## src/rtl/cpsat_ram.sv

```systemverilog
module cpsat_ram #(
   parameter int Width = 8,
   parameter int Depth = 16
) (
   input  logic                     clock,
   input  logic                     wr_en,
   input  logic [$clog2(Depth)-1:0] wr_addr,
   input  logic [Width-1:0]         wr_data,
   input  logic [$clog2(Depth)-1:0] rd_addr,
   output logic [Width-1:0]         rd_data
);
   logic [Width-1:0] mem_ff [Depth];
   logic [Width-1:0] rd_data_ff;

   always_ff @(posedge clock) begin
      if (wr_en) mem_ff[wr_addr] <= wr_data;
      rd_data_ff <= mem_ff[rd_addr];
   end
   assign rd_data = rd_data_ff;
endmodule

```

## config.mk

```make
export PLATFORM = sky130hd
export DESIGN_NAME = cpsat_ram
export DESIGN_NICKNAME = d
export VERILOG_FILES = /design/src/rtl/cpsat_ram.sv
export SDC_FILE = /design/constraint.sdc
export NUM_CORES = 1
export LEC_CHECK = 0
export BUFFER_PORTS_ARGS = -buffer_cell sky130_fd_sc_hd__buf_2
export CORE_ASPECT_RATIO = 0.6
export CORE_MARGIN = 2
export CORE_UTILIZATION = 40
export DETAILED_ROUTE_END_ITERATION = 8
export HOLD_SLACK_MARGIN = 0.02
export PLACE_DENSITY_LB_ADDON = 0.05
export SLEW_MARGIN = 20
export SYNTH_ARGS = -nofsm -noshare
export SYNTH_HDL_FRONTEND = slang
export SYNTH_SLANG_ARGS = --single-unit
export TNS_END_PERCENT = 30
```

## constraint.sdc

```tcl
create_clock -name clock -period 3.1 [get_ports clock]
set_input_delay 0.155 -clock clock [delete_from_list [all_inputs] [get_ports clock]]
set_output_delay 0.155 -clock clock [all_outputs]
set_load 0.1 [all_outputs]
```

== After elaboration in Yosys (flattened, before gate mapping) ==
Memories as Yosys holds them, arrays and structs flattened. A register that Yosys moved wholly into a read port is not among the register bits.
Index checks and enable logic that the tools add are counted.

* Memories: 1
* Word-level logic and storage cells: 3
* Bits in latches: 0
* RAM bits: 128
* ROM bits: 0
* Input bits: 18
* Bits in registers: 0
* Output and inout port bits: 8

{| class="wikitable"
|+ Memories
! name !! words !! width !! read ports !! clocked after memory_dff !! wr ports !! line !! source
|-
| mem_ff || 16 || 8 || 1 || 1 || 1 || 12 || <nowiki>logic [Width-1:0] mem_ff [Depth];</nowiki>
|}

* $mul: 0
* Order comparisons: 0
* Divide/modulo/power cells: 0
* $add $sub $neg: 0
* Bitwise gates (word level): 0
* Equality and inequality tests: 0
* Multiplexer cells: 2
* Reduce and logical (&&, ||, !) cells: 0
* Shift-type cells: 0

{| class="wikitable"
|+ Operators by type and width
! operator !! number
|-
| 1-bit 2-to-1 mux || 2
|}

== Longest topological paths before layout ==
* Depth in word-level cells: 2
* Depth in mapped cells: 5
* Gate-level depth less buffers: 3

== Least setup slack after synthesis ==
Ideal clock, no wire load.

* Kind: input to register
* Start point: in wr_addr[2]
* End point: mem mem_ff[0][0], enable pin
* Stages on the path: 2
* Setup time: 0.383 ns
* Required time: 2.717 ns
* Path buffers: 0
* Slack: 1.452 ns
* Arrival: 1.265 ns
* Path through: or3b_2 -> nor3_1

{| class="wikitable"
|+ RTL lines
! element !! line !! source
|-
| start: declaration || 7 || <nowiki>input logic [$clog2(Depth)-1:0] wr_addr,</nowiki>
|-
| end: declaration || 12 ||
|}

No word-level cell before the write port.

==> flow_metrics.tcl <==
set metrics [dict create \
    run_status "finished, final reports clean" \
    grt_use_total 0.168 \
    period_minus_slack_ps 1520 \
    synth_edf_count 128 \
    setup_violations 0 \
    yosysWarnings 0 \
    synth_area_um2 5150 \
    numCtsBuffers 17 \
    r2r-start "mem_ff[1][3]$_DFFE_PP_" \
    post_cts_buffers 0 \
    peakVddDrop_v 0.000402 \
    final_common_cell "edfxtp_1" \
    syn_inst 229 \
    setup_tns_ps 0 \
    max_freq_mhz 659 \
    finalNonFillerCells 457 \
    gp_congestion 0.690 \
    holdCritStartpoint "wr_data[0]" \
    fp.dieW_um 150 \
    via_count 2389 \
    nFillCells 1066 \
    cts_num_sinks 136 \
    post-route-util 0.478 \
    grt_pass1_vias 2466 \
    synthArstFlopShare 0 \
    cts.reportedPaths.clkPinSlew_ps 60 \
    start_util 0.406 \
    postCtsHoldBufs 0 \
    worstPathRequired_ps 3410 \
    power_density_nw_per_um2 713 \
    worstPathArrival_ps 1830 \
    yosysTopAreaCell "edfxtp_1" \
    crit_path_max_incr_delay_ps 540 \
    io_pins 26 \
    clockBufferDepth 2 \
    reg2reg_depth 3 \
    drtIter0Drc 137 \
    ys_seq_area_frac 0.778 \
    synthesis.nets 247 \
    reg2reg_slack_ps 1740 \
    avgSynthCellArea_um2 22.5 \
    final_nets 292 \
    holdPathStages 1 \
    yosysTopAreaCellShare 0.747 \
    grt_pass1_wl_mm 15.6 \
    first_pass_iters 4 \
    ant_nets 0 \
    antennaDiodeCount 0 \
    dieArea_um2 13800 \
    io_buffers 25 \
    antenna_found_initial 0 \
    cp-end-kind "register" \
    leakage_uw 0.00203 \
    hpwl_mm 6.73 \
    ys_types 19 \
    dieHeight_um 91.9 \
    cts_tree "done" \
    synth.area.top_cells "edfxtp_1 75%, mux4_2 7.9%, mux4_1 7.1%, dfxtp_1 3.1%, a22oi_1 2.3%" \
    critPathSlowestCell "mux4_2" \
    hp-class "input port to register" \
    timing.final.max_slew_violations 0 \
    critPathMaxFanout 16 \
    fin_worst_skew_ps 11.0 \
    timing_hold_violations_final 0 \
    synthFlopType "edfxtp_1" \
    remaining_drc_errors 0 \
    yosys_register_bits 136 \
    grt_max_degree 33 \
    holdWs_ps 122 \
    placementRows 32 \
    clk_latency_ps 420 \
    grt_overflow_total 0 \
    cap_violations 0 \
    rsz0062_at_grt "false" \
    r2r-end "rd_data[3]$_DFF_P_" \
    cp_cell_sequence "buf_2 > buf_4 > mux4_2 > a22oi_1 > nand2_1" \
    startpoint_type "input port" \
    min_period_over_period 0.489 \
    core_um2 12700 \
    holdPathEnd "mem_ff[8][0]$_DFFE_PP_" \
    area_growth_pct 18.0 \
    mostFrequentLayoutCells "128 x edfxtp_1, 25 x buf_2, 18 x mux4_2" \
    max_slew.worst_pin.slew_ps 1070 \
    dp.cells 425 \
    root_buffer "clkbuf_16" \
    cts_htree_levels 4 \
    drive_above_1_share 0.300 \
    vias_per_cell 5.23 \
    wire_per_inst_um 23.2 \
    crit_type "input port to register" \
    slew_headroom 0.283 \
    drt_wl_total_mm 10.6 \
    cts_resized 0 \
]
cell type report:
cell class,instances,area [µm²],share of cell area
flip-flops and latches,136,4000,0.659
repair buffers,36,208,0.0342
clock buffers,19,443,0.0729
clock inverters,13,148,0.0243
multi-input cells,83,1060,0.174
well taps,170,213,0.0350
how the worst max path moves through the flow:
stage | startpoint | end | depth (start not counted)
final | rd_addr[0] | rd_data[7]$_DFF_P_ | 5
after global routing | rd_addr[0] | rd_data[2]$_DFF_P_ | 5
after CTS | rd_addr[0] | rd_data[7]$_DFF_P_ | 5
after detailed placement | rd_addr[0] | rd_data[7]$_DFF_P_ | 5
after global placement | rd_addr[0] | rd_data[7]$_DFF_P_ | 5
after floorplan | wr_addr[2] | mem_ff[0][0]$_DFFE_PP_ | 2
Yosys cell counts (2+ instances only):
library cell,n
mux4_2,18
edfxtp_1,128
buf_6,3
nor3_1,4
nor2_1,13
dfxtp_1,8
nand2b_1,2
mux4_1,14
clkdlybuf4s25_2,3
nand2_1,9
a22oi_1,16
buf_2,3
nand3b_1,2
worst max-delay path: cells and delay by family:
family,cells,cell delay (ps)
buffers and inverters,2,740
muxes,1,540
AOI/OAI and AO/OA,1,290
and+or+nand+nor,1,80
cell families (layout without fill, tap and decap cells):
logic type,count (synthesis),in the layout,share of synthesized area
AOI/OAI and AO/OA,16,16,0.0233
buffers and inverters,10,68,0.0168
DFF,136,136,0.778
muxes,32,32,0.150
and+or+nand+nor,35,35,0.0318
per-layer routing:
metal	global-route usage	vias to the layer above	share of wire	wire [µm]
li1	-	1065	-	-
met1	0.246	1280	0.50	5310
met2	0.241	37	0.46	4870
met3	0.0448	7	0.030	317
met4	0.0613	0	0.0088	93
met5	0	-	0	0
sequential cells by signal, summed over array words and instances, names as in the netlist:
| signal | count |
|---|---|
| mem_ff | 128 |
| rd_data | 8 |
per-stage QoR:
step / area [µm²] / power [µW] / setup slack, ps
after global routing: 6070 / 4460 / 1480
after CTS: 6070 / 4370 / 1550
after floorplan: 5150 / 2300 / 1450
after global placement: 5480 / 2380 / 1080
after detailed placement: 5480 / 2380 / 1110
final: 6070 / 4330 / 1580
power breakdown:
group	internal, µW	switching, µW
Sequential	2060	11.2
Clock	1220	776
Combinational	77.0	194
Power figures use the tool's default switching activity.
