## config.mk

```make
export PLATFORM = sky130hd
export DESIGN_NAME = cpsat_loader_flat
export DESIGN_NICKNAME = d
export VERILOG_FILES = /design/src/rtl/cpsat_pkg.sv /design/src/rtl/cpsat_if.sv /design/src/rtl/cpsat_loader.sv /design/src/flat_wrapper.sv
export SDC_FILE = /design/constraint.sdc
export NUM_CORES = 1
export LEC_CHECK = 0
export ABC_CLOCK_PERIOD_IN_PS = 3490
export BUFFER_PORTS_ARGS = -buffer_cell sky130_fd_sc_hd__buf_2
export CAP_MARGIN = 20
export CORE_MARGIN = 2
export CORE_UTILIZATION = 42
export CTS_BUF_LIST = sky130_fd_sc_hd__clkbuf_8
export CTS_CLUSTER_DIAMETER = 150
export DETAILED_ROUTE_END_ITERATION = 16
export PLACE_DENSITY = 0.92
export SLEW_MARGIN = 20
export SYNTH_ARGS = -nofsm -noshare
export SYNTH_HDL_FRONTEND = slang
export SYNTH_SLANG_ARGS = --single-unit
```

## constraint.sdc

```tcl
create_clock -name clock -period 3.49 [get_ports clock]
set_input_delay 0.5235 -clock clock [delete_from_list [all_inputs] [get_ports clock]]
set_output_delay 0.5235 -clock clock [all_outputs]
set_load 0.03 [all_outputs]
```

## src/rtl/cpsat_pkg.sv

```systemverilog
package cpsat_pkg;

   localparam int MaxVertices = 16;
   localparam int MaxNormals  = 16;
   localparam int VIdxW = $clog2(MaxVertices);
   localparam int NIdxW = $clog2(MaxNormals);
   localparam int VCntW = $clog2(MaxVertices + 1);
   localparam int NCntW = $clog2(MaxNormals + 1);

   localparam int CoordW = 24;
   localparam int AxisW  = 16;
   localparam int DepthW = 42;
   localparam int ProdW  = CoordW + AxisW;
   localparam int ProjW  = ProdW + 1;
   localparam int MtvW   = ProjW + 2;

   localparam logic [DepthW-1:0] DepthMax = '1;

   typedef enum logic [1:0] {
      OP_VERT_A = 2'd0,
      OP_VERT_B = 2'd1,
      OP_AXIS_A = 2'd2,
      OP_AXIS_B = 2'd3
   } op_type;

   typedef struct packed {
      op_type            operation;
      logic [CoordW-1:0] vertex_x;
      logic [CoordW-1:0] vertex_y;
      logic [AxisW-1:0]  axis_x;
      logic [AxisW-1:0]  axis_y;
      logic              last;
   } req_type;

   typedef struct packed {
      logic              collides;
      logic [AxisW-1:0]  best_normal_x;
      logic [AxisW-1:0]  best_normal_y;
      logic [DepthW-1:0] depth;
      logic              overflow;
   } rsp_type;

   // Command passed from the loader to the test engine through the queue.
   typedef struct packed {
      logic [VCntW-1:0] n_verts_a;
      logic [VCntW-1:0] n_verts_b;
      logic [NCntW-1:0] n_axes_a;
      logic [NCntW-1:0] n_axes_b;
      logic             overflow;
   } job_type;

   function automatic logic signed [AxisW-1:0] neg16(input logic signed [AxisW-1:0] v);
      neg16 = (v == {1'b1, {(AxisW-1){1'b0}}}) ? {1'b0, {(AxisW-1){1'b1}}} : -v;
   endfunction

endpackage

```

## src/rtl/cpsat_if.sv

```systemverilog
interface cpsat_req_if;
   import cpsat_pkg::*;
   logic    valid;
   logic    ready;
   req_type data;
   modport source (output valid, output data, input ready);
   modport sink   (input valid, input data, output ready);
endinterface


```

## src/rtl/cpsat_loader.sv

```systemverilog
module cpsat_loader (
   input  logic                      clock,
   input  logic                      reset,
   cpsat_req_if.sink                 req,
   input  logic                      job_ready,
   output logic                      job_valid,
   output cpsat_pkg::job_type        job,
   output logic                      wr_va,
   output logic                      wr_vb,
   output logic                      wr_na,
   output logic                      wr_nb,
   output logic [cpsat_pkg::VIdxW-1:0] wr_vaddr,
   output logic [cpsat_pkg::NIdxW-1:0] wr_naddr
);
   import cpsat_pkg::*;

   logic [VCntW-1:0] cnt_va_ff, cnt_va_in, cnt_vb_ff, cnt_vb_in;
   logic [NCntW-1:0] cnt_na_ff, cnt_na_in, cnt_nb_ff, cnt_nb_in;
   logic             drop_ff, drop_in;
   logic             fire, full;

   // Hold every load item while a job is queued or running: the stores are
   // shared with the engine.
   assign req.ready = job_ready;
   assign fire      = req.valid && req.ready;

   always_comb begin
      cnt_va_in = cnt_va_ff;
      cnt_vb_in = cnt_vb_ff;
      cnt_na_in = cnt_na_ff;
      cnt_nb_in = cnt_nb_ff;
      full      = 1'b0;
      wr_va = 1'b0; wr_vb = 1'b0; wr_na = 1'b0; wr_nb = 1'b0;
      wr_vaddr = '0;
      wr_naddr = '0;
      unique case (req.data.operation)
         OP_VERT_A: begin
            full = (cnt_va_ff == VCntW'(MaxVertices));
            wr_vaddr = cnt_va_ff[VIdxW-1:0];
            wr_va = fire && !full;
            if (wr_va) cnt_va_in = cnt_va_ff + 1'b1;
         end
         OP_VERT_B: begin
            full = (cnt_vb_ff == VCntW'(MaxVertices));
            wr_vaddr = cnt_vb_ff[VIdxW-1:0];
            wr_vb = fire && !full;
            if (wr_vb) cnt_vb_in = cnt_vb_ff + 1'b1;
         end
         OP_AXIS_A: begin
            full = (cnt_na_ff == NCntW'(MaxNormals));
            wr_naddr = cnt_na_ff[NIdxW-1:0];
            wr_na = fire && !full;
            if (wr_na) cnt_na_in = cnt_na_ff + 1'b1;
         end
         OP_AXIS_B: begin
            full = (cnt_nb_ff == NCntW'(MaxNormals));
            wr_naddr = cnt_nb_ff[NIdxW-1:0];
            wr_nb = fire && !full;
            if (wr_nb) cnt_nb_in = cnt_nb_ff + 1'b1;
         end
         default: ;
      endcase
      drop_in = drop_ff || (fire && full);
      job.n_verts_a = cnt_va_in;
      job.n_verts_b = cnt_vb_in;
      job.n_axes_a  = cnt_na_in;
      job.n_axes_b  = cnt_nb_in;
      job.overflow  = drop_in;
      job_valid     = fire && req.data.last;
      if (job_valid) begin
         cnt_va_in = '0; cnt_vb_in = '0; cnt_na_in = '0; cnt_nb_in = '0;
      end
   end

   always_ff @(posedge clock) begin
      if (reset) begin
         cnt_va_ff <= '0; cnt_vb_ff <= '0; cnt_na_ff <= '0; cnt_nb_ff <= '0;
         drop_ff   <= 1'b0;
      end else begin
         cnt_va_ff <= cnt_va_in; cnt_vb_ff <= cnt_vb_in;
         cnt_na_ff <= cnt_na_in; cnt_nb_ff <= cnt_nb_in;
         drop_ff   <= drop_in;
      end
   end
endmodule

```

## src/flat_wrapper.sv

```systemverilog
// flat-port wrapper written by rule: the top's interface ports become plain ports
module cpsat_loader_flat import cpsat_pkg::*;
  (clock, reset, job_ready, job_valid, job, wr_va, wr_vb, wr_na, wr_nb, wr_vaddr, wr_naddr, req_valid, req_data, req_ready);
  cpsat_req_if req_i ();
  input  logic clock;
  input  logic reset;
  input  logic job_ready;
  output logic job_valid;
  output cpsat_pkg::job_type job;
  output logic wr_va;
  output logic wr_vb;
  output logic wr_na;
  output logic wr_nb;
  output logic [cpsat_pkg::VIdxW-1:0] wr_vaddr;
  output logic [cpsat_pkg::NIdxW-1:0] wr_naddr;
  input wire logic [$bits(req_i.valid)-1:0] req_valid;
  input wire logic [$bits(req_i.data)-1:0] req_data;
  output wire logic [$bits(req_i.ready)-1:0] req_ready;
  assign req_i.valid = req_valid;
  assign req_i.data = req_data;
  assign req_ready = req_i.ready;
  cpsat_loader u_core (.clock(clock), .reset(reset), .req(req_i), .job_ready(job_ready), .job_valid(job_valid), .job(job), .wr_va(wr_va), .wr_vb(wr_vb), .wr_na(wr_na), .wr_nb(wr_nb), .wr_vaddr(wr_vaddr), .wr_naddr(wr_naddr));
endmodule
```

Yosys cells after proc, flatten, opt, wreduce, memory -nomap -nowiden
Index checks and enable logic that the tools add are counted.
- register bits after elaboration: 21
- bits of input ports: 87
- output and inout port bits: 35
- word-level logic and storage cells: 45
- add/sub/neg operators: 4
- eq/ne operators: 7
- multiplexer cells: 15
- reduce and logical (&&, ||, !) cells: 14
- operators by type and width (kind ; number):
    5-bit 2-to-1 mux ; 8
    5-bit by 1-bit adder with 5-bit output, second input constant ; 4
    5-bit == test, second input constant ; 4
    4-bit case mux with 2 select lines ; 2
    1-bit logical AND ; 7
    2-bit == test, second input constant ; 2
    1-bit logical NOT ; 4
    1-bit 2-to-1 mux ; 4
    1-bit case mux with 4 select lines ; 1
    2-bit by 1-bit == test with 1-bit output, second input constant ; 1
    2-bit logical NOT ; 1
    2-bit OR reduction ; 1
    1-bit logical OR ; 1

Longest topological paths before layout
- depth in word-level cells: 5
- gate-level depth with buffers: 7

Worst setup path after synthesis
No wires, ideal clock.
- path kind: register to output
- start: reg u_core.cnt_va_ff[0]
- end: out job[20] (netlist bit)
- arrival time: 2.079 ns
- slack: 0.888 ns
- cell stages (with the launch flop): 7
- path buffers: 0
- cell sequence: dfxtp_1 > inv_1 > ha_1 > and4bb_4 > nor4_4 > nand4_1 > xnor2_1
- RTL lines (what ; line ; RTL):
    start, declared ; cpsat_loader.sv:17 ; logic [VCntW-1:0] cnt_va_ff, cnt_va_in, cnt_vb_ff, cnt_vb_in;
    start signal, assigned ; cpsat_loader.sv:80 ; cnt_va_ff <= cnt_va_in; cnt_vb_ff <= cnt_vb_in;
    end, declared ; flat_wrapper.sv:9 ; output cpsat_pkg::job_type job;

==> impl_metrics.json <==
{
  "cap_violations": 0,
  "start_kind": "flop",
  "slew_violations": 0,
  "use_met2": 0.2642,
  "grt.busiest_layer": "met2",
  "drtPass1Iterations": 4,
  "required_ns": 2.97,
  "num-fill-cells": 305,
  "ys.warnings.count": 0,
  "cts_made_buffers": 3,
  "synth_top_flop_cell": "dfxtp_1",
  "vias_per_cell": 4.956,
  "drc": 0,
  "slew_headroom": 0.7164,
  "vias": 1130,
  "die_area_um2": 3719,
  "drive_above_1_share": 0.2989,
  "synth_nets": 242,
  "use_met3": 0.02772,
  "synthesis.area_um2": 1364,
  "outcome": "completed",
  "cts_setup_buffers": 0,
  "ys_ff_latch": 21,
  "area_delta_synth_final_pct": 18.07,
  "ys_seq_area_frac": 0.3083,
  "ioPinCount": 122,
  "wl_per_cell_um": 12.46,
  "power_density_nw_per_um2": 285.7,
  "fin_nets": 280,
  "rows": 20,
  "final.min_clock_period_ns": 2.530,
  "clkPwrFrac": 0.344,
  "crit_arrival_ns": 2.01,
  "gp_congestion": 0.8206,
  "drt_wl_total_um": 2840,
  "grt_first_pass_wirelength_um": 4512,
  "swShare": 0.2637,
  "place_hpwl_um": 2199,
  "grt_pass1_vias": 1061,
  "antenna_cells": 0,
  "ys_async_sr_fraction": 0,
  "syn_inst": 147,
  "final.setup.tns_ns": 0,
  "hold_path_class": "flop to flop",
  "grt_usage": 0.1604,
  "cts_sinks": 21,
  "cts_root_buffer": "clkbuf_8",
  "worstSetupEndpointType": "primary output",
  "setup_viol": 0,
  "vdd_drop_max_mv": 0.1381,
  "cts_buffer_depth": 2,
  "cts.clk_slew.worst_paths_ns": 0.08,
  "overflow": 0,
  "ant_nets": 0,
  "grt_antenna_before_repair": 0,
  "met1_usage": 0.2117,
  "pwr-share-seq": 0.529,
  "clkLatencyLatePin_ns": 0.26,
  "die_y_um": 60.99,
  "grt_max_degree": 22,
  "syn_avg_cell_area_um2": 9.278,
  "h-tree-depth": 1,
  "intPower_w": 0.0003388,
  "rsz0062_at_grt": "false",
  "p_leak_nw": 0.7673,
  "tightest_slew_ns": 0.4254,
  "ctsResizeCount": 0,
  "die_w_um": 60.99,
  "cp_max_fo": 5,
  "start_util": 0.4431,
  "cts_tree": "yes",
  "p_total_w": 0.0004601,
  "synthDistinctLibCells": 42,
  "switchingPower_w": 0.0001213,
  "p_comb_frac": 0.127,
  "finalCritPeriodShare": 0.7250,
  "synth_edf_count": 0,
  "core_um2": 3078,
  "path_class": "flop to primary output",
  "timing.fmax_mhz": 395.2,
  "ctsHoldBuffers": 0,
  "io_buffers": 41,
  "initialDrtViolationCount": 18,
  "skew_ns": 0.006513,
  "hold_violations": 0
}
[layout by cell type, fill, tap and decap left out, drive strengths merged, types with 2 or more instances in the layout]
master	Yosys	routed
nand3	3	3
a21oi	2	2
dfxtp	21	21
xor2	3	3
inv	13	14
mux2	5	5
and4b	2	2
nand4	6	6
ha	8	8
nor2	9	9
nor2b	22	22
nand2	4	4
buf	3	41
mux2i	8	8
nor4	3	3
clkbuf	5	3
xnor2	11	11
and4bb	2	2
[critical path, stage by stage, from the launching register on]
cell and delay, ns:
dfxtp_1 0.39, inv_1 0.09, ha_1 0.20, and4bb_4 0.21, nor4_4 0.26, nand4_1 0.21, xnor2_1 0.17, buf_2 0.21
[flip-flops by register name, indices dropped and copies added (netlist names)]
signal	count
u_core.cnt_na_ff	5
u_core.cnt_nb_ff	5
u_core.cnt_va_ff	5
u_core.cnt_vb_ff	5
u_core.drop_ff	1
[path summary, 6_finish.rpt]
path	to	cells past startpoint	slack, ns	startpoint
worst min-delay path	u_core.drop_ff$_SDFF_PP0_	1	0.47	u_core.drop_ff$_SDFF_PP0_
worst max-delay path	job[20]	7	0.96	u_core.cnt_va_ff[0]$_SDFF_PP0_
worst min register to register	u_core.drop_ff$_SDFF_PP0_	1	0.47	u_core.drop_ff$_SDFF_PP0_
worst max register to register	u_core.cnt_va_ff[4]$_SDFF_PP0_	6	1.68	u_core.cnt_va_ff[0]$_SDFF_PP0_
[through the flow]
stage / hold slack (ns) / area (µm²) / utilization / instances / setup WS [ns]
global placement: 0.4521 / 1565 / 0.5085 / 224 / 1.069
finish: 0.4740 / 1610 / 0.5232 / 228 / 0.9598
global route: 0.5252 / 1610 / 0.5232 / 228 / 0.8343
CTS: 0.4820 / 1610 / 0.5232 / 228 / 0.9472
detailed placement: 0.4645 / 1565 / 0.5085 / 224 / 1.049
floorplan: 0.4412 / 1364 / - / 147 / 0.8877
[power by group through the flow]
stage | combinational, W | clock (W) | sequential [W]
after global routing | 0.0000636 | 0.000171 | 0.000244
after detailed placement | 0.0000586 | 0 | 0.000249
after CTS | 0.0000590 | 0.000161 | 0.000243
after global placement | 0.0000578 | 0 | 0.000249
final | 0.0000583 | 0.000158 | 0.000244
after floorplan | 0.0000468 | 0 | 0.000248
[logic make-up after synthesis]
group / synth area share
buffers and inverters: 0.07890
adders and majority gates: 0.07340
DFF: 0.3083
and+or+nand+nor: 0.3055
xor gates and xnor gates: 0.08991
AOI/OAI and AO/OA: 0.04404
muxes: 0.1000
[cell usage after synthesis (2+ instances only)]
master,instances,share of area
nor2b_1,22,0.10
dfxtp_1,21,0.31
inv_1,13,0.036
xnor2_1,11,0.071
ha_1,8,0.073
mux2i_1,8,0.059
nor2_1,8,0.022
nand4_1,6,0.028
mux2_2,4,0.033
clkbuf_1,3,0.0083
nand2_1,3,0.0083
nand3_1,3,0.011
xor2_1,3,0.019
a21oi_1,2,0.0073
and4b_1,2,0.015
buf_4,2,0.011
clkbuf_8,2,0.020
nor4_1,2,0.0092
[final cells by class]
type | instances | area (µm²) | area share
clock buffers | 3 | 41.29 | 0.02564
multi-input cells | 105 | 835.8 | 0.5190
inverters | 13 | 48.80 | 0.03030
well taps | 44 | 55.05 | 0.03419
clock inverters | 1 | 3.754 | 0.002331
flip-flops and latches | 21 | 420.4 | 0.2611
repair buffers | 41 | 205.2 | 0.1274
[routing by layer]
layer	routed length, µm	vias to the layer above
met3	185	4
met1	1393	519
met2	1231	35
li1	-	572
met5	0	-
met4	29	0
Power figures use the tool's default switching activity.
