**src/rtl/cpsat_pkg.sv**
```systemverilog
package cpsat_pkg;

   localparam int MaxVertices = 16;
   localparam int MaxNormals  = 16;
   localparam int VIdxW = $clog2(MaxVertices);
   localparam int NIdxW = $clog2(MaxNormals);
   localparam int VCntW = $clog2(MaxVertices + 1);
   localparam int NCntW = $clog2(MaxNormals + 1);

   localparam int CoordW = 24;
   localparam int AxisW  = 16;
   localparam int DepthW = 42;
   localparam int ProdW  = CoordW + AxisW;
   localparam int ProjW  = ProdW + 1;
   localparam int MtvW   = ProjW + 2;

   localparam logic [DepthW-1:0] DepthMax = '1;

   typedef enum logic [1:0] {
      OP_VERT_A = 2'd0,
      OP_VERT_B = 2'd1,
      OP_AXIS_A = 2'd2,
      OP_AXIS_B = 2'd3
   } op_type;

   typedef struct packed {
      op_type            operation;
      logic [CoordW-1:0] vertex_x;
      logic [CoordW-1:0] vertex_y;
      logic [AxisW-1:0]  axis_x;
      logic [AxisW-1:0]  axis_y;
      logic              last;
   } req_type;

   typedef struct packed {
      logic              collides;
      logic [AxisW-1:0]  best_normal_x;
      logic [AxisW-1:0]  best_normal_y;
      logic [DepthW-1:0] depth;
      logic              overflow;
   } rsp_type;

   // Command passed from the loader to the test engine through the queue.
   typedef struct packed {
      logic [VCntW-1:0] n_verts_a;
      logic [VCntW-1:0] n_verts_b;
      logic [NCntW-1:0] n_axes_a;
      logic [NCntW-1:0] n_axes_b;
      logic             overflow;
   } job_type;

   function automatic logic signed [AxisW-1:0] neg16(input logic signed [AxisW-1:0] v);
      neg16 = (v == {1'b1, {(AxisW-1){1'b0}}}) ? {1'b0, {(AxisW-1){1'b1}}} : -v;
   endfunction

endpackage

```
**src/rtl/cpsat_if.sv**
```systemverilog


interface cpsat_rsp_if;
   import cpsat_pkg::*;
   logic    valid;
   logic    ready;
   rsp_type data;
   modport source (output valid, output data, input ready);
   modport sink   (input valid, input data, output ready);
endinterface

```
**src/rtl/cpsat_engine.sv**
```systemverilog
module cpsat_engine (
   input  logic                        clock,
   input  logic                        reset,
   input  logic                        job_valid,
   output logic                        job_ready,
   input  cpsat_pkg::job_type          job,
   output logic [cpsat_pkg::VIdxW-1:0] rd_vaddr,
   output logic [cpsat_pkg::NIdxW-1:0] rd_naddr,
   output logic                        rd_set_b,
   input  logic [2*cpsat_pkg::CoordW-1:0] va_data,
   input  logic [2*cpsat_pkg::CoordW-1:0] vb_data,
   input  logic [2*cpsat_pkg::AxisW-1:0]  na_data,
   input  logic [2*cpsat_pkg::AxisW-1:0]  nb_data,
   cpsat_rsp_if.source                 rsp
);
   import cpsat_pkg::*;

   typedef enum logic [2:0] {
      S_IDLE, S_AXIS_RD, S_AXIS_LD, S_WALK, S_DRAIN, S_EVAL, S_DONE
   } state_type;

   state_type               state_ff;
   job_type                 job_ff;
   logic                    pass_ff;
   logic [NCntW-1:0]        k_ff;
   logic [VCntW-1:0]        i_ff;
   logic [1:0]              pipe_ff;        // valid bits: read, product
   logic [1:0]              pipe_b_ff;      // which set each stage holds
   logic signed [AxisW-1:0] ax_ff, ay_ff;
   logic signed [ProdW-1:0] px_ff, py_ff;
   logic signed [ProjW-1:0] mina_ff, maxa_ff, minb_ff, maxb_ff;
   logic                    have_a_ff, have_b_ff;
   logic                    have_ff, coll_ff;
   logic signed [MtvW-1:0]  best_ff;
   logic signed [AxisW-1:0] bx_ff, by_ff;
   logic                    rsp_valid_ff;
   rsp_type                 rsp_ff;

   logic [VCntW-1:0]        n_cur;
   logic [NCntW-1:0]        n_axes;
   logic [2*CoordW-1:0]     vdat;
   logic signed [ProjW-1:0] proj;
   logic signed [ProjW-1:0] lo_max, hi_min;
   logic signed [MtvW-1:0]  mtv, glo, ghi;
   logic                    contain, negate;
   logic signed [AxisW-1:0] cx, cy;

   assign job_ready = (state_ff == S_IDLE);
   assign n_axes    = pass_ff ? job_ff.n_axes_b : job_ff.n_axes_a;
   assign n_cur     = rd_set_b ? job_ff.n_verts_b : job_ff.n_verts_a;
   assign vdat      = pipe_b_ff[0] ? vb_data : va_data;
   assign proj      = ProjW'(px_ff) + ProjW'(py_ff);
   assign rd_naddr  = k_ff[NIdxW-1:0];
   assign rd_vaddr  = i_ff[VIdxW-1:0];
   // Set being walked: A indices first, then B.
   assign rd_set_b  = pipe_b_ff[0];

   assign lo_max  = (mina_ff > minb_ff) ? mina_ff : minb_ff;
   assign hi_min  = (maxa_ff < maxb_ff) ? maxa_ff : maxb_ff;
   assign glo     = (mina_ff > minb_ff) ? MtvW'(mina_ff) - MtvW'(minb_ff)
                                        : MtvW'(minb_ff) - MtvW'(mina_ff);
   assign ghi     = (maxa_ff > maxb_ff) ? MtvW'(maxa_ff) - MtvW'(maxb_ff)
                                        : MtvW'(maxb_ff) - MtvW'(maxa_ff);
   assign contain = (mina_ff > minb_ff && maxa_ff < maxb_ff) ||
                    (minb_ff > mina_ff && maxb_ff < maxa_ff);
   assign negate  = contain && (glo < ghi);
   assign mtv     = MtvW'(hi_min) - MtvW'(lo_max) + (contain ? (negate ? glo : ghi) : '0);
   assign cx      = negate ? neg16(ax_ff) : ax_ff;
   assign cy      = negate ? neg16(ay_ff) : ay_ff;

   assign rsp.valid = rsp_valid_ff;
   assign rsp.data  = rsp_ff;

   always_ff @(posedge clock) begin
      if (reset) begin
         state_ff     <= S_IDLE;
         rsp_valid_ff <= 1'b0;
         pipe_ff      <= '0;
      end else begin
         if (rsp_valid_ff && rsp.ready && state_ff != S_DONE) rsp_valid_ff <= 1'b0;
         // Dot product pipeline: read data -> two products -> sum and min/max.
         pipe_ff[0] <= (state_ff == S_WALK) && (i_ff != n_cur);
         pipe_ff[1] <= pipe_ff[0];
         pipe_b_ff[1] <= pipe_b_ff[0];
         px_ff <= ProdW'(ax_ff * $signed(vdat[2*CoordW-1:CoordW]));
         py_ff <= ProdW'(ay_ff * $signed(vdat[CoordW-1:0]));
         if (pipe_ff[1]) begin
            if (!pipe_b_ff[1]) begin
               if (!have_a_ff || proj < mina_ff) mina_ff <= proj;
               if (!have_a_ff || proj > maxa_ff) maxa_ff <= proj;
               have_a_ff <= 1'b1;
            end else begin
               if (!have_b_ff || proj < minb_ff) minb_ff <= proj;
               if (!have_b_ff || proj > maxb_ff) maxb_ff <= proj;
               have_b_ff <= 1'b1;
            end
         end
         unique case (state_ff)
            S_IDLE: if (job_valid) begin
               job_ff <= job; pass_ff <= 1'b0; k_ff <= '0;
               have_ff <= 1'b0; coll_ff <= 1'b1;
               bx_ff <= '0; by_ff <= '0; best_ff <= '0;
               state_ff <= S_AXIS_RD;
            end
            S_AXIS_RD: begin
               if (k_ff == n_axes) begin
                  if (!pass_ff) begin
                     pass_ff <= 1'b1; k_ff <= '0;
                  end else state_ff <= S_DONE;
               end else state_ff <= S_AXIS_LD;
            end
            S_AXIS_LD: begin
               ax_ff <= $signed(pass_ff ? nb_data[2*AxisW-1:AxisW] : na_data[2*AxisW-1:AxisW]);
               ay_ff <= $signed(pass_ff ? nb_data[AxisW-1:0] : na_data[AxisW-1:0]);
               i_ff <= '0; pipe_b_ff[0] <= 1'b0;
               have_a_ff <= 1'b0; have_b_ff <= 1'b0;
               state_ff <= S_WALK;
            end
            S_WALK: begin
               // Issue one read per cycle: A indices, then B indices.
               if (i_ff == n_cur) begin
                  if (!pipe_b_ff[0]) begin
                     pipe_b_ff[0] <= 1'b1; i_ff <= '0;
                  end else state_ff <= S_DRAIN;
               end else begin
                  i_ff <= i_ff + 1'b1;
               end
            end
            S_DRAIN: if (!pipe_ff[0] && !pipe_ff[1]) state_ff <= S_EVAL;
            S_EVAL: begin
               if (!have_a_ff || !have_b_ff || mina_ff > maxb_ff || minb_ff > maxa_ff) begin
                  coll_ff <= 1'b0; state_ff <= S_DONE;
               end else begin
                  if (!have_ff || mtv < best_ff) begin
                     have_ff <= 1'b1; best_ff <= mtv; bx_ff <= cx; by_ff <= cy;
                  end
                  k_ff <= k_ff + 1'b1;
                  state_ff <= S_AXIS_RD;
               end
            end
            S_DONE: if (!rsp_valid_ff || rsp.ready) begin
               rsp_valid_ff <= 1'b1;
               rsp_ff.collides      <= coll_ff;
               rsp_ff.best_normal_x <= coll_ff ? bx_ff : '0;
               rsp_ff.best_normal_y <= coll_ff ? by_ff : '0;
               rsp_ff.overflow      <= job_ff.overflow;
               if (!coll_ff) rsp_ff.depth <= '0;
               else if (!have_ff || best_ff > $signed(MtvW'(DepthMax)))
                  rsp_ff.depth <= DepthMax;
               else rsp_ff.depth <= DepthW'(best_ff);
               state_ff <= S_IDLE;
            end
            default: state_ff <= S_IDLE;
         endcase
      end
   end
endmodule

```
**src/flat_wrapper.sv**
```systemverilog
// flat-port wrapper written by rule: the top's interface ports become plain ports
module cpsat_engine_flat import cpsat_pkg::*;
  (clock, reset, job_valid, job_ready, job, rd_vaddr, rd_naddr, rd_set_b, va_data, vb_data, na_data, nb_data, rsp_valid, rsp_data, rsp_ready);
  cpsat_rsp_if rsp_i ();
  input  logic clock;
  input  logic reset;
  input  logic job_valid;
  output logic job_ready;
  input  cpsat_pkg::job_type job;
  output logic [cpsat_pkg::VIdxW-1:0] rd_vaddr;
  output logic [cpsat_pkg::NIdxW-1:0] rd_naddr;
  output logic rd_set_b;
  input  logic [2*cpsat_pkg::CoordW-1:0] va_data;
  input  logic [2*cpsat_pkg::CoordW-1:0] vb_data;
  input  logic [2*cpsat_pkg::AxisW-1:0] na_data;
  input  logic [2*cpsat_pkg::AxisW-1:0] nb_data;
  output wire logic [$bits(rsp_i.valid)-1:0] rsp_valid;
  output wire logic [$bits(rsp_i.data)-1:0] rsp_data;
  input wire logic [$bits(rsp_i.ready)-1:0] rsp_ready;
  assign rsp_valid = rsp_i.valid;
  assign rsp_data = rsp_i.data;
  assign rsp_i.ready = rsp_ready;
  cpsat_engine u_core (.clock(clock), .reset(reset), .job_valid(job_valid), .job_ready(job_ready), .job(job), .rd_vaddr(rd_vaddr), .rd_naddr(rd_naddr), .rd_set_b(rd_set_b), .va_data(va_data), .vb_data(vb_data), .na_data(na_data), .nb_data(nb_data), .rsp(rsp_i));
endmodule
```
**config.mk**
```make
export PLATFORM = sky130hd
export DESIGN_NAME = cpsat_engine_flat
export DESIGN_NICKNAME = d
export VERILOG_FILES = /design/src/rtl/cpsat_pkg.sv /design/src/rtl/cpsat_if.sv /design/src/rtl/cpsat_engine.sv /design/src/flat_wrapper.sv
export SDC_FILE = /design/constraint.sdc
export NUM_CORES = 2
export LEC_CHECK = 0
export ABC_CLOCK_PERIOD_IN_PS = 10600
export BUFFER_PORTS_ARGS = -buffer_cell sky130_fd_sc_hd__buf_4
export CAP_MARGIN = 0
export CORE_ASPECT_RATIO = 0.6
export CORE_MARGIN = 10
export CORE_UTILIZATION = 45
export CTS_BUF_LIST = sky130_fd_sc_hd__clkbuf_16
export CTS_CLUSTER_SIZE = 20
export DETAILED_ROUTE_END_ITERATION = 16
export HOLD_SLACK_MARGIN = 0.1
export PLACE_DENSITY_LB_ADDON = 0.3
export SLEW_MARGIN = 10
export SYNTH_ARGS = -nofsm -noshare
export SYNTH_HDL_FRONTEND = slang
export SYNTH_SLANG_ARGS = --single-unit
```
**constraint.sdc**
```tcl
create_clock -name clock -period 10.6 [get_ports clock]
set_input_delay 1.06 -clock clock [delete_from_list [all_inputs] [get_ports clock]]
set_output_delay 1.06 -clock clock [all_outputs]
set_load 0.01 [all_outputs]
```
# == Word-level counts from Yosys, hierarchy flattened ==
# Cells that the tools add are included.
# totals
reg_bits,471
input_bits,185
out_inout_bits,87
elab_cells,196
# op_classes
add_sub_neg,11
mul,2
n_lt_le_gt_ge,14
eq_ne,25
n_mux,62
bitwise,2
n_reduce_logical,47
# op_table
cell,n
43-bit two-way mux,7
41-bit greater-than comparator,7
41-bit by 41-bit subtractor with 42-bit output,5
16-bit two-way mux,11
41-bit < comparator,4
43-bit < comparator,2
43-bit case mux with 2 select lines,1
41-bit two-way mux,2
16-bit by 24-bit multiplier with 40-bit output,2
16-bit case mux with 2 select lines,2
48-bit two-way mux,1
43-bit adder,1
43-bit greater-than comparator (second input constant),1
42-bit two-way mux,1
40-bit by 40-bit adder with 41-bit output,1
5-bit two-way mux,8
16-bit equality test (second input constant),2
16-bit negator,2
3-bit two-way mux,8
4-bit AND reduction,6
3-bit case mux with 7 select lines,1
3-bit AND reduction,6
5-bit case mux with 3 select lines,1
1-bit two-way mux,14
22 further kinds,67

# == Logic depth before layout (Yosys ltp) ==
# depth
ltp_word,12
ltp_mapped,56

# == Worst setup path after synthesis ==
# Ideal clock, no wire load.
# synth_timing
path_kind,reg2reg
from,reg u_core.minb_ff[10]
to,"reg u_core.best_ff[0], enable pin"
setup_time_ns,0.438
arrival_ns,10.752
required_ns,10.162
setup_slack_ns,-0.591
stages_incl_launch_ff,52
path_buffers,4
period_less_slack_ns,11.191
path_cell_list,edfxtp_1 inv_1 ha_1 clkbuf_1 and4_1 nand4_1 o31ai_1 inv_1 a21oi_1 buf_2 nand2_2 a211o_1 a31oi_2 o21ai_1 o21bai_1 xor2_1 ha_1 a21o_1 (+16 left out) a2111oi_0 nor3_1 a32oi_1 and4_1 nor3_1 o41a_1 o41ai_2 xnor2_1 ha_1 a21oi_1 nor2b_1 o21ai_0 nand2b_1 a21oi_1 nor2b_1 o21ai_0 a41o_1 a41o_1
# synth_via
elab_chain_len,11
# synth_lines
element,line_no,text
from (decl),cpsat_engine.sv:31,"logic signed [ProjW-1:0] mina_ff, maxa_ff, minb_ff, maxb_ff;"
from (signal assigned),cpsat_engine.sv:93,if (!have_b_ff || proj < minb_ff) minb_ff <= proj;
41-bit by 41-bit subtractor with 42-bit output (tied with other cells),cpsat_engine.sv:61,: MtvW'(minb_ff) - MtvW'(mina_ff);
43-bit two-way mux (tied with other cells),cpsat_engine.sv:60,assign glo = (mina_ff > minb_ff) ? MtvW'(mina_ff) - MtvW'(minb_ff)
43-bit < comparator / 1-bit logical OR (equally long branches),"cpsat_engine.sv:66, cpsat_engine.sv:64",
1-bit logical AND,cpsat_engine.sv:66,assign negate = contain && (glo < ghi);
43-bit two-way mux (2 in series),cpsat_engine.sv:67,assign mtv = MtvW'(hi_min) - MtvW'(lo_max) + (contain ? (negate ? glo : ghi) : '0);
43-bit adder (*),cpsat_engine.sv:67,
named net u_core.mtv[36],cpsat_engine.sv:44,"logic signed [MtvW-1:0] mtv, glo, ghi;"
43-bit < comparator (*),cpsat_engine.sv:134,if (!have_ff || mtv < best_ff) begin
1-bit logical OR (*),cpsat_engine.sv:134,
2-bit by 1-bit != test with 1-bit output (no source line) (*),n/a,
5-bit AND reduction (no source line) (*),n/a,
to (signal assigned),cpsat_engine.sv:102,bx_ff <= '0; by_ff <= '0; best_ff <= '0;
to (signal assigned),cpsat_engine.sv:135,have_ff <= 1'b1; best_ff <= mtv; bx_ff <= cx; by_ff <= cy;
to (decl),cpsat_engine.sv:34,logic signed [MtvW-1:0] best_ff;
# Mark *: on every way through the listed nets, which the timed path passes. The rest lies on a longest branch.
# A chain may end at the register's enable or synchronous reset.

# == Final worst setup path ==
# layout_timing
from,reg u_core.maxa_ff[29]
to,"reg u_core.by_ff[8], enable pin"
# layout_via
elab_chain_len,11
# layout_lines
element,line_no,text
from (decl),cpsat_engine.sv:31,
from (signal assigned),cpsat_engine.sv:90,if (!have_a_ff || proj > maxa_ff) maxa_ff <= proj;
41-bit by 41-bit subtractor with 42-bit output (tied with other cells),cpsat_engine.sv:63,: MtvW'(maxb_ff) - MtvW'(maxa_ff);
43-bit two-way mux (tied with other cells),cpsat_engine.sv:62,assign ghi = (maxa_ff > maxb_ff) ? MtvW'(maxa_ff) - MtvW'(maxb_ff)
43-bit < comparator / 1-bit logical OR (equally long branches),"cpsat_engine.sv:66, cpsat_engine.sv:64",
1-bit logical AND,cpsat_engine.sv:66,
43-bit two-way mux (2 in series),cpsat_engine.sv:67,
43-bit adder (*),cpsat_engine.sv:67,
named net u_core.mtv[34],cpsat_engine.sv:44,
43-bit < comparator (*),cpsat_engine.sv:134,
1-bit logical OR (*),cpsat_engine.sv:134,
2-bit by 1-bit != test with 1-bit output (no source line) (*),n/a,
5-bit AND reduction (no source line) (*),n/a,
to (signal assigned),cpsat_engine.sv:102,
to (signal assigned),cpsat_engine.sv:135,
to (decl),cpsat_engine.sv:35,"logic signed [AxisW-1:0] bx_ff, by_ff;"
# Marked as above.

==> results.yml <==
floorplanning:
  die_h_um: 325
  die_w_um: 528
  ios: 272
  num_rows: 111
  initial_core_util_pct: 45.4
  die_area_um2: 171000
  core-area_um2: 153000
detailed_routing:
  wl_met2_mm: 104
  wl_met1_mm: 128
  drt_iter0_drc: 7153
  wl_per_cell_um: 25.6
  drtAntennaViolNets: 0
  firstDrtPassIters: 6
  drc: 0
  via_per_inst: 5.74
  wl_mm: 280
  vias: 62800
  wl_met3_mm: 40.7
  dr.max_layer_used: "met5"
cts:
  numCtsBuffers: 50
  clockRootBuffer: "clkbuf_16"
  path_clk_slew_ns: 0.07
  worst_skew_pair.late_latency_ns: 0.71
  cts_sinks: 471
  clk_path_buf_depth: 3
  cts_tree: "yes"
  ctsHtreeMaxLevel: 2
critical_path:
  critPathMaxFanout: 13
  r2r_cells: 48
  timing.rr.end: "u_core.by_ff[8]"
  critPathLaunchType: "register"
  timing.rr.start: "u_core.maxa_ff[29]"
  cp.arrival_ns: 10.99
  cp.required_ns: 11.03
  reg2reg_slack_ns: 0.04
  cp-end-kind: "register"
  crit_top_cell: "buf_4"
  slowest_delay_ns: 0.59
  cp_slowest_cell: "xnor2_1"
  path_class: "reg -> reg"
yosys:
  synth_cell_type_count: 101
  netlist_area_um2: 69500
  synth-edff-count: 465
  ys_warn_count: 0
  synthArstFlopShare_pct: 0
  synth-seq-cells: 471
  syn_inst: 7635
  ys.flop_type: "edfxtp_1"
  syn_nets: 9388
  ys_seq_area_share_pct: 20.2
  syn_area_per_cell_um2: 9.11
place:
  dp_cells: 10800
  gp_congestion: 1.03
  dp_hpwl_mm: 237
  io_buffers: 271
sta:
  slew_headroom_pct: -7.23
  finalHoldViolations: 0
  finalSetupTns_ns: 0
  whs_ns: 0.428
  period_share_pct: 99.6
  tightest_slew_ns: 1.60
  max_freq_mhz: 94.7
  rsz0062_at_grt: "yes"
  maxSlewViolCount: 15
  fin_skew_ns: 0.0825
  setup_viol_count_final: 0
  min_period_ns: 10.56
layout:
  fin_cells: 10900
  area_growth_pct: 22.5
  fin_nets: 10600
  final_common_cell: "buf_4"
  drive_gt1_share_pct: 21.8
  final_cell_mix: "buf_4, inv_1, nand2_1"
hold_path:
  min_to: "u_core.rsp.data[0]"
  hp-start: "u_core.job_ff[0]"
  whs_path_depth: 0
  hold_path_class: "reg -> reg"
run:
  drv_cap: 2
global_routing:
  grt_overflow: 0
  grt_pass1_wl_mm: 405
  track_usage_pct: 31.4
  grt_pass1_vias: 61500
  antenna_found_initial: 17
  grt_max_degree: 69
outcome:
  outcome: "finished with violations"
  violations: "max-capacitance violations, max-slew violations"
sequential cells by signal, indices dropped and copies added, names as in the netlist, 21 cells and up:
register	flops
u_core.maxb_ff	41
u_core.best_ff	43
u_core.job_ff	21
u_core.minb_ff	41
u_core.px_ff	40
u_core.maxa_ff	41
u_core.rsp.data	76
u_core.py_ff	40
u_core.mina_ff	41
how the worst max path moves through the flow:
stage,cells past startpoint,end,from
global route,55,u_core.bx_ff[1],u_core.minb_ff[5]
finish,48,u_core.by_ff[8],u_core.maxa_ff[29]
detailed placement,51,u_core.best_ff[1],u_core.maxb_ff[29]
CTS,58,u_core.best_ff[6],u_core.maxb_ff[30]
global placement,51,u_core.by_ff[2],u_core.minb_ff[25]
floorplan,51,u_core.best_ff[0],u_core.minb_ff[10]
cell type report:
cell class | instances | area [um^2]
fillers | 13600 | 68000
multi-input cells | 5742 | 51400
flip-flops and latches | 471 | 14100
repair buffers | 1478 | 11400
inverters | 1106 | 4160
well taps | 2034 | 2540
clock buffers | 51 | 1280
clock inverters | 42 | 305
diodes | 12 | 30.0
stage by stage:
stage	util [%]	instance area, um^2	worst slack (ns)
after floorplan	-	69600	0.214
after global placement	53.2	81500	-0.193
after detailed placement	53.2	81500	-0.332
after CTS	54.4	83400	0.00752
after global routing	55.6	85200	-0.205
final	55.6	85200	0.0422
kinds of logic after synthesis:
| logic type | share of synthesized area [%] |
|---|---|
| flip-flops | 20.2 |
| AO/OA/AOI/OAI | 15.5 |
| adder cells (fa/ha/maj) | 36.4 |
| XOR/XNOR | 3.52 |
| multiplexers | 2.12 |
| buffers and inverters | 7.96 |
| AND/OR/NAND/NOR | 14.3 |
routing by layer:
metal / global-route usage (%) / up-vias
li1: - / 28200
met1: 48.0 / 30900
met2: 40.3 / 3340
met3: 12.8 / 282
met4: 7.30 / 8
met5: 1.05 / -
critical path: cells and delay by family (launching register included):
family	cells	cell delay (ns)
AOI/OAI and AO/OA	20	4.58
xor gates and xnor gates	1	0.59
adders and majority gates	4	1.22
buffers and inverters	11	1.65
DFF	1	0.44
muxes	1	0.25
and+or+nand+nor	11	1.50
cell usage after synthesis (all sizes together) (31+ instances only):
cell	instances	share of area, %
nand4	126	1.2
and3	31	0.28
a211oi	48	0.53
xnor2	201	2.5
clkbuf	211	1.1
nor2b	96	0.86
mux2i	46	0.66
ha	813	15
nand3	88	0.63
nand2	797	4.3
mux2	90	1.5
a21boi	59	0.64
o211ai	33	0.37
nor2	378	2.1
o21bai	111	1.2
edfxtp	465	20
fa	755	22
o21ai	323	2.3
buf	105	0.85
a21o	218	2.4
o21a	71	0.77
inv	1106	6.0
nor3	74	0.54
and2	258	2.3
or3	38	0.36
a21oi	623	4.5
xor2	78	0.98
nand2b	87	0.78
what timing repair did:
action | CTS | global route
setup endpoints to repair | 76 | 76
resized for setup | 43 | 257
hold buffers | 0 | 0
pin swaps | 17 | 129
gates cloned | 0 | 7
setup buffers | 11 | 56
Power is not shown: default switching activity piles up to over one toggle a cycle in this logic, so the estimate is an artifact.
